[config.mk]
export PLATFORM = sky130hd
export DESIGN_NAME = qoi_chunk_decoder_top
export DESIGN_NICKNAME = d
export VERILOG_FILES = /design/src/rtl/core/qoi_pkg.sv /design/src/rtl/core/qoi_chunk_decoder_top.sv /design/src/rtl/core/qoi_table.sv
export SDC_FILE = /design/constraint.sdc
export NUM_CORES = 2
export LEC_CHECK = 0
export BUFFER_PORTS_ARGS = -buffer_cell sky130_fd_sc_hd__buf_2
export CAP_MARGIN = 10
export CORE_UTILIZATION = 49
export CTS_BUF_LIST = sky130_fd_sc_hd__clkbuf_2
export CTS_CLUSTER_DIAMETER = 50
export DETAILED_ROUTE_END_ITERATION = 7
export SYNTH_ARGS = -nofsm -noshare
export SYNTH_HDL_FRONTEND = slang
export SYNTH_SLANG_ARGS = --single-unit
[constraint.sdc]
create_clock -name clock -period 12.3 [get_ports clock]
set_input_delay 2.46 -clock clock [delete_from_list [all_inputs] [get_ports clock]]
set_output_delay 2.46 -clock clock [all_outputs]
set_load 0.05 [all_outputs]
[src/rtl/core/qoi_pkg.sv]
package qoi_pkg;

   localparam int unsigned TABLE_DEPTH = 64;
   localparam int unsigned IDX_W       = $clog2(TABLE_DEPTH);

   typedef struct packed {
      logic [7:0] red;
      logic [7:0] green;
      logic [7:0] blue;
      logic [7:0] alpha;
   } pixel_type;

   // write port of the seen-pixel table
   typedef struct packed {
      logic             en;
      logic [IDX_W-1:0] addr;
      pixel_type        px;
   } table_wr_type;

   localparam pixel_type RESET_PIXEL = pixel_type'(32'h0000_00FF);

   localparam logic [7:0] OP_RGB  = 8'b1111_1110;
   localparam logic [7:0] OP_RGBA = 8'b1111_1111;

   localparam logic [1:0] TAG_INDEX = 2'b00;
   localparam logic [1:0] TAG_DIFF  = 2'b01;
   localparam logic [1:0] TAG_LUMA  = 2'b10;
   localparam logic [1:0] TAG_RUN   = 2'b11;

   // (3r + 5g + 7b + 11a) mod 64: only the low six bits of each channel matter
   function automatic logic [IDX_W-1:0] pixel_hash(input pixel_type px);
      logic [IDX_W-1:0] r;
      logic [IDX_W-1:0] g;
      logic [IDX_W-1:0] b;
      logic [IDX_W-1:0] a;
      r = px.red[IDX_W-1:0];
      g = px.green[IDX_W-1:0];
      b = px.blue[IDX_W-1:0];
      a = px.alpha[IDX_W-1:0];
      return IDX_W'(r * IDX_W'(3) + g * IDX_W'(5) + b * IDX_W'(7) + a * IDX_W'(11));
   endfunction

endpackage

[src/rtl/core/qoi_chunk_decoder_top.sv]
// QOI chunk decoder: takes the chunk stream that follows the image header, one byte per
// beat, and returns RGBA pixels. A byte is taken every cycle while results flow freely;
// a byte that opens an op or carries a payload byte other than the last gives no pixel,
// a run byte gives 1 to 62 pixels and holds the input until its last pixel is given,
// and every other completing byte gives one pixel. A pixel is built in the decode stage
// and held in the result register. The 64-entry table of seen pixels sits in a
// synchronous RAM read when the byte is taken; the pending write of the previous pixel is
// forwarded. image_start clears the previous pixel and the whole table in the same cycle
// through per-entry flags, so no clearing pass is needed after reset or between images.
// run_last marks the final pixel of a byte.
module qoi_chunk_decoder_top (
   input  logic       clock,
   input  logic       reset,
   input  logic       req_valid,
   output logic       req_stall,
   input  logic [7:0] req_data_byte,
   input  logic       req_image_start,
   output logic       rsp_valid,
   input  logic       rsp_stall,
   output logic [7:0] rsp_red,
   output logic [7:0] rsp_green,
   output logic [7:0] rsp_blue,
   output logic [7:0] rsp_alpha,
   output logic       rsp_run_last
);

   typedef enum logic [1:0] {PEND_NONE, PEND_RGB, PEND_RGBA, PEND_LUMA} pend_type;
   typedef enum logic [2:0] {
      KIND_NONE, KIND_INDEX, KIND_DIFF, KIND_LUMA, KIND_RGB, KIND_RGBA, KIND_RUN
   } kind_type;

   localparam int unsigned IDX_W = qoi_pkg::IDX_W;

   // op assembly
   pend_type                 pend_ff, pend_in;
   logic [2:0]               cnt_ff, cnt_in;
   logic [31:0]              pay_ff, pay_in;

   // decode stage
   logic                     s1_vld_ff, s1_vld_in;
   kind_type                 s1_kind_ff;
   logic [31:0]              s1_data_ff;
   logic                     s1_start_ff;
   logic [IDX_W-1:0]         s1_run_ff;

   qoi_pkg::pixel_type       prior_ff, prior_in;

   // table write-back
   logic                     wb_vld_ff, wb_vld_in;
   qoi_pkg::pixel_type       wb_px_ff;
   logic [IDX_W-1:0]         wb_hash_ff;

   // result register
   logic                     out_vld_ff, out_vld_in;
   qoi_pkg::pixel_type       out_px_ff;
   logic                     out_last_ff;

   logic                     accept;
   pend_type                 pend_cur;
   logic [2:0]               cnt_cur, cnt_next, need;
   logic [31:0]              pay_cur, pay_next;
   kind_type                 dec_kind;

   qoi_pkg::pixel_type       base_px, lookup_px, px, rd_data;
   logic                     rd_hit;
   logic [7:0]               luma_dg;
   logic                     o_free, emit, run_end, s1_done;
   qoi_pkg::table_wr_type    tbl_wr;

   assign accept = req_valid && !req_stall;

   // byte decode and payload collection
   always_comb begin
      pend_cur = req_image_start ? PEND_NONE : pend_ff;
      cnt_cur  = req_image_start ? 3'd0 : cnt_ff;
      pay_cur  = req_image_start ? 32'd0 : pay_ff;
      pay_next = {pay_cur[23:0], req_data_byte};
      cnt_next = cnt_cur + 3'd1;
      unique case (pend_cur)
         PEND_RGB:  need = 3'd3;
         PEND_RGBA: need = 3'd4;
         default:   need = 3'd1;
      endcase
      dec_kind = KIND_NONE;
      pend_in  = pend_cur;
      cnt_in   = cnt_cur;
      pay_in   = pay_cur;
      if (pend_cur != PEND_NONE) begin
         if (cnt_next == need) begin
            unique case (pend_cur)
               PEND_RGB:  dec_kind = KIND_RGB;
               PEND_RGBA: dec_kind = KIND_RGBA;
               default:   dec_kind = KIND_LUMA;
            endcase
            pend_in = PEND_NONE;
            cnt_in  = 3'd0;
            pay_in  = 32'd0;
         end else begin
            cnt_in = cnt_next;
            pay_in = pay_next;
         end
      end else if (req_data_byte == qoi_pkg::OP_RGB) begin
         pend_in = PEND_RGB;
         cnt_in  = 3'd0;
         pay_in  = 32'd0;
      end else if (req_data_byte == qoi_pkg::OP_RGBA) begin
         pend_in = PEND_RGBA;
         cnt_in  = 3'd0;
         pay_in  = 32'd0;
      end else begin
         unique case (req_data_byte[7:6])
            qoi_pkg::TAG_INDEX: dec_kind = KIND_INDEX;
            qoi_pkg::TAG_DIFF:  dec_kind = KIND_DIFF;
            qoi_pkg::TAG_LUMA: begin
               pend_in = PEND_LUMA;
               cnt_in  = 3'd0;
               pay_in  = {26'd0, req_data_byte[5:0]};
            end
            default:            dec_kind = KIND_RUN;
         endcase
      end
      if (!accept) begin
         pend_in = pend_ff;
         cnt_in  = cnt_ff;
         pay_in  = pay_ff;
      end
   end

   // pixel build
   always_comb begin
      base_px = s1_start_ff ? qoi_pkg::RESET_PIXEL : prior_ff;
      if (wb_vld_ff && (wb_hash_ff == s1_data_ff[IDX_W-1:0])) begin
         lookup_px = wb_px_ff;
      end else if (rd_hit) begin
         lookup_px = rd_data;
      end else begin
         lookup_px = '0;
      end
      luma_dg = {2'b00, s1_data_ff[13:8]} - 8'd32;
      px      = base_px;
      unique case (s1_kind_ff)
         KIND_INDEX: px = lookup_px;
         KIND_DIFF: begin
            px.red   = base_px.red   + {6'd0, s1_data_ff[5:4]} - 8'd2;
            px.green = base_px.green + {6'd0, s1_data_ff[3:2]} - 8'd2;
            px.blue  = base_px.blue  + {6'd0, s1_data_ff[1:0]} - 8'd2;
         end
         KIND_LUMA: begin
            px.red   = base_px.red   + luma_dg + {4'd0, s1_data_ff[7:4]} - 8'd8;
            px.green = base_px.green + luma_dg;
            px.blue  = base_px.blue  + luma_dg + {4'd0, s1_data_ff[3:0]} - 8'd8;
         end
         KIND_RGB: begin
            px.red   = s1_data_ff[23:16];
            px.green = s1_data_ff[15:8];
            px.blue  = s1_data_ff[7:0];
         end
         KIND_RGBA: px = qoi_pkg::pixel_type'(s1_data_ff);
         default:   px = base_px;
      endcase
   end

   assign o_free    = !out_vld_ff || !rsp_stall;
   assign run_end   = (s1_kind_ff != KIND_RUN) || (s1_run_ff == '0);
   assign emit      = s1_vld_ff && (s1_kind_ff != KIND_NONE) && o_free;
   assign s1_done   = s1_vld_ff && ((s1_kind_ff == KIND_NONE) || (o_free && run_end));
   assign req_stall = s1_vld_ff && !s1_done;

   always_comb begin
      s1_vld_in  = accept ? 1'b1 : (s1_done ? 1'b0 : s1_vld_ff);
      prior_in   = s1_done ? px : prior_ff;
      // drop a write-back of the old image when a new one starts
      wb_vld_in  = s1_done && (s1_kind_ff != KIND_NONE) && !(accept && req_image_start);
      out_vld_in = emit ? 1'b1 : (rsp_stall ? out_vld_ff : 1'b0);
   end

   always_ff @(posedge clock) begin
      if (reset) begin
         pend_ff    <= PEND_NONE;
         cnt_ff     <= 3'd0;
         pay_ff     <= 32'd0;
         s1_vld_ff  <= 1'b0;
         prior_ff   <= qoi_pkg::RESET_PIXEL;
         wb_vld_ff  <= 1'b0;
         out_vld_ff <= 1'b0;
      end else begin
         pend_ff    <= pend_in;
         cnt_ff     <= cnt_in;
         pay_ff     <= pay_in;
         s1_vld_ff  <= s1_vld_in;
         prior_ff   <= prior_in;
         wb_vld_ff  <= wb_vld_in;
         out_vld_ff <= out_vld_in;
      end
   end

   always_ff @(posedge clock) begin
      if (accept) begin
         s1_kind_ff  <= dec_kind;
         s1_data_ff  <= pay_next;
         s1_start_ff <= req_image_start;
         s1_run_ff   <= req_data_byte[IDX_W-1:0];
      end else if (emit && !run_end) begin
         s1_run_ff <= s1_run_ff - IDX_W'(1);
      end
      wb_px_ff   <= px;
      wb_hash_ff <= qoi_pkg::pixel_hash(px);
      if (emit) begin
         out_px_ff   <= px;
         out_last_ff <= run_end;
      end
   end

   assign tbl_wr.en   = wb_vld_ff;
   assign tbl_wr.addr = wb_hash_ff;
   assign tbl_wr.px   = wb_px_ff;

   qoi_table u_table (
      .clock   (clock),
      .reset   (reset),
      .clear   (accept && req_image_start),
      .rd_en   (accept),
      .rd_addr (req_data_byte[IDX_W-1:0]),
      .wr      (tbl_wr),
      .rd_data (rd_data),
      .rd_hit  (rd_hit)
   );

   assign rsp_valid    = out_vld_ff;
   assign rsp_red      = out_px_ff.red;
   assign rsp_green    = out_px_ff.green;
   assign rsp_blue     = out_px_ff.blue;
   assign rsp_alpha    = out_px_ff.alpha;
   assign rsp_run_last = out_last_ff;

   // a beat that is not the last of its byte means the run is still in the decode stage
   a_run_held: assert property (@(posedge clock) disable iff (reset)
      (out_vld_ff && !out_last_ff) |-> (s1_vld_ff && (s1_kind_ff == KIND_RUN)))
      else $error("run beat without a run in progress");

   // an index byte that starts an image sees an empty table
   a_start_empty: assert property (@(posedge clock) disable iff (reset)
      (s1_vld_ff && s1_start_ff && (s1_kind_ff == KIND_INDEX)) |-> (lookup_px == '0))
      else $error("stale table entry seen after image start");

   // no leftover payload once no op is collecting
   a_idle_clean: assert property (@(posedge clock) disable iff (reset)
      (pend_ff == PEND_NONE) |-> ((cnt_ff == 3'd0) && (pay_ff == 32'd0)))
      else $error("payload left without a pending op");

   // the pixel headed for the table is the one just made current
   a_wb_prior: assert property (@(posedge clock) disable iff (reset)
      wb_vld_ff |-> (wb_px_ff == prior_ff))
      else $error("table write differs from previous pixel");

endmodule

[src/rtl/core/qoi_table.sv]
module qoi_table (
   input  logic                        clock,
   input  logic                        reset,
   input  logic                        clear,
   input  logic                        rd_en,
   input  logic [qoi_pkg::IDX_W-1:0]   rd_addr,
   input  qoi_pkg::table_wr_type       wr,
   output qoi_pkg::pixel_type          rd_data,
   output logic                        rd_hit
);

   qoi_pkg::pixel_type               mem [qoi_pkg::TABLE_DEPTH];
   logic [qoi_pkg::TABLE_DEPTH-1:0]  vld_ff;
   logic [qoi_pkg::IDX_W-1:0]        addr_ff;
   qoi_pkg::pixel_type               data_ff;
   logic                             hit_ff;
   logic                             wr_rd_match;
   logic                             wr_held_match;

   assign wr_rd_match   = wr.en && (wr.addr == rd_addr);
   assign wr_held_match = wr.en && (wr.addr == addr_ff);

   // entry flags: a flag that is clear reads as an all-zero pixel
   always_ff @(posedge clock) begin
      if (reset) begin
         vld_ff <= '0;
         hit_ff <= 1'b0;
      end else begin
         if (clear) begin
            vld_ff <= '0;
         end else if (wr.en) begin
            vld_ff[wr.addr] <= 1'b1;
         end
         if (rd_en) begin
            hit_ff <= !clear && (vld_ff[rd_addr] || wr_rd_match);
         end else if (wr_held_match) begin
            hit_ff <= 1'b1;
         end
      end
   end

   // write-first read; keep the held read word fresh while the reader waits
   always_ff @(posedge clock) begin
      if (wr.en) begin
         mem[wr.addr] <= wr.px;
      end
      if (rd_en) begin
         addr_ff <= rd_addr;
         data_ff <= wr_rd_match ? wr.px : mem[rd_addr];
      end else if (wr_held_match) begin
         data_ff <= wr.px;
      end
   end

   assign rd_data = data_ff;
   assign rd_hit  = hit_ff;

endmodule

==> results.yml <==
run_status:
  status: "complete, but fails checks"
  violations: "DRC"
grt:
  grt.total_usage_pct: 26.0
  antenna_found_initial: 14
  grt_pass1_wl_microns: 351000
  grt_overflow: 0
  grt_pass1_vias: 49300
  grt_max_degree: 117
place:
  place_area_sq_mm: 0.0968
  dp_hpwl_microns: 127000
  place.gp.congestion: 0.881
  dpl_worst_slack_ns: 3.86
  portBuffers: 47
clocking:
  post-cts-setup-buffers: 0
  numCtsBuffers: 600
  cts_resized: 0
  cts_num_sinks: 2322
  cts_tree: "built"
  htree_levels: 6
  clk_path_buf_depth: 4
  cts_root_buffer: "clkbuf_2"
  hold_buffers: 0
  clk_latency_ns: 1.87
  cts.clk_slew.worst_paths_ns: 0.10
logic_synthesis:
  synthesis.nets: 4690
  synthSimpleGateAreaFrac_pct: 2.43
  synth_top_area_share_pct: 69.8
  synth_xor_area_share_pct: 0.682
  synthArstFlopShare_pct: 0
  netlist_instances: 4554
  ys_seq_area_share_pct: 73.4
  synthTopCellsByArea: "edfxtp_1 70%, mux4_2 16%, dfxtp_1 3.6%, ha_1 1.2%, fa_1 0.80%"
  synth-adder-area-share_pct: 1.96
  yosysTopAreaCell: "edfxtp_1"
  synth_mux_area_share_pct: 16.7
  synth_top_family_by_area: "multiplexers"
  yosysMostFrequentCell: "edfxtp_1"
  synthDistinctLibCells: 72
  synth_common_cells: "2155 x edfxtp_1, 649 x mux4_2, 183 x nand2_1, 167 x dfxtp_1, 157 x nor2_1"
  ys_ff_latch: 2322
  synth_flop_cell: "edfxtp_1"
  syn-cell-area_sq_mm: 0.0927
  avgSynthCellArea_sq_um: 20.4
  yosysWarnings: 0
  synth_enable_flop_cells: 2155
  synth_compound_area_share_pct: 3.10
setup_path:
  worstSetupEndpointType: "register"
  worst_path_largest_cell_delay_ns: 0.57
  path_class: "register to register"
  start_kind: "register"
  worstPathArrival_ns: 10.22
  path_max_fanout: 20
  crit_top_cell: "fa_1"
  worstPathRequired_ns: 14.05
  slowest_stage: "fa_1"
route:
  drt_iter0_drc: 5488
  num_vias: 48500
  vias_per_cell: 6.05
  routed-wl-met2_microns: 117000
  avgRoutedWirePerCell_microns: 30.8
  wl_met1_microns: 103000
  first_pass_iters: 8
  routed_wl_microns: 247000
  top_layer: "met5"
  ant_nets: 0
  drc: 32
  wl_met3_microns: 19800
pwr:
  cellPowerDensity_mw_per_mm2: 163
  seqPwrFrac_pct: 55.0
  total_leakage_power_nw: 33.7
  pwr-share-clk_pct: 31.0
  p_switching_mw: 4.62
  ir_drop_v: 0.000199
  swShare_pct: 27.9
  pwr-share-comb_pct: 14.0
  power.total_mw: 16.6
  p_int_mw: 12.0
layout:
  design_area_sq_mm: 0.102
  layout.nets: 5237
  drive_gt1_share_pct: 34.2
  fillers: 15000
  area_growth_pct: 10.0
min_path:
  hp-class: "register to register"
floorplanning:
  die_w_microns: 437
  coreArea_sq_mm: 0.188
  die_h_microns: 437
  io_pins: 48
  start_util_pct: 49.4
  die_area_sq_mm: 0.191
  rows: 159
timing:
  drv_slew: 0
  finalSetupTns_ns: 0
  max_freq_mhz: 118
  fin_ws_ns: 3.83
  fin_skew_ns: 0.181
  tightest_slew_ns: 1.25
  setup_viol: 0
  post-route-min-period_ns: 8.47
  max_slew_margin_pct: 16.5
  hold_viol: 0
  timing.final.crit_share_pct: 68.8
  rsz0062_at_grt: "false"
run:
  drv_cap: 0
## power groups by stage
stage          clock, mW  sequential [mW]  combinational [mW]
6_report            5.13             9.12                2.32
5_1_grt             5.67             9.13                2.50
4_1_cts             5.28             9.12                2.32
3_5_place_dp           0             9.30                2.30
3_3_place_gp           0             9.30                2.28
2_1_floorplan          0             9.43                1.36
## worst max-delay path: cells and delay by family, from the launching register on
kind                     cells  cell delay (ns)
XOR/XNOR                     5             1.11
AO/OA/AOI/OAI                7             1.70
buffers and inverters        5             0.70
adder cells (fa/ha/maj)     10             4.31
AND/OR/NAND/NOR              1             0.21
flip-flops                   1             0.36
## layer usage
| metal | GRT usage (%) | up-vias |
|---|---|---|
| met5 | 0 | - |
| met2 | 40.3 | 2198 |
| met3 | 5.35 | 404 |
| li1 | - | 20100 |
| met1 | 36.9 | 25800 |
| met4 | 8.98 | 6 |
## flip-flops by register name, indices dropped and copies added, names as in the netlist, 2 cells and up
register / cells
u_table.mem: 2048
prior_ff: 32
rsp_red: 8
s1_kind_ff: 3
s1_data_ff: 32
u_table.rd_data: 32
cnt_ff: 3
pend_ff: 2
wb_hash_ff: 6
tbl_wr: 32
s1_run_ff: 6
rsp_green: 8
u_table.vld_ff: 64
rsp_blue: 8
rsp_alpha: 8
pay_ff: 24
## final cells by class
class / count / area, sq um / share of cell area [%]
flip-flops and latches: 2322 / 68100 / 66.8
multi-input cells: 1865 / 23600 / 23.1
clock buffers: 851 / 4260 / 4.18
well taps: 2495 / 3120 / 3.06
repair buffers: 193 / 1510 / 1.48
clock inverters: 160 / 892 / 0.875
inverters: 119 / 447 / 0.438
diodes: 10 / 25.0 / 0.0245
## cell usage in the layout (no fill, tap or decap), types with 18 or more instances in the layout
cell type	instances
xnor2_1	51
mux2_2	40
nor2_4	60
clkinv_1	128
fa_1	37
dfxtp_2	31
nor2_1	97
mux4_2	649
nand2_1	183
buf_4	136
nand3_1	38
mux2i_1	45
edfxtp_1	2155
buf_2	41
nor3_1	18
o21a_1	67
clkbuf_2	851
nor2b_1	45
ha_1	86
a22oi_1	29
a21oi_1	119
inv_1	114
dfxtp_1	135
o21ai_0	96
## per-stage QoR
stage / hold slack, ns / utilization, % / std cells
final: 0.466 / 54.3 / 8015
after global routing: 0.478 / 54.3 / 8011
after CTS: 0.460 / 54.3 / 8004
after detailed placement: 0.448 / 51.5 / 6993
after global placement: 0.441 / 51.5 / 6993
after floorplan: 0.429 / - / 4554
## cell families (layout without fill, tap and decap cells)
group / Yosys count / count (layout)
AOI/OAI and AO/OA: 439 / 439
xor gates and xnor gates: 69 / 69
adders and majority gates: 123 / 123
buffers and inverters: 367 / 1323
DFF: 2322 / 2322
muxes: 734 / 734
other: 0 / 10
and+or+nand+nor: 500 / 500
## worst paths after layout
path | from | end | slack (ns) | cells after the start
setup / recovery | s1_start_ff | wb_hash_ff[5] | 3.83 | 28
hold / removal | u_table.vld_ff[31] | u_table.vld_ff[31] | 0.47 | 1
setup reg to reg | s1_start_ff | wb_hash_ff[5] | 3.83 | 28
hold reg to reg | u_table.vld_ff[31] | u_table.vld_ff[31] | 0.47 | 1
No activity file was read; power rests on OpenSTA's default activity.
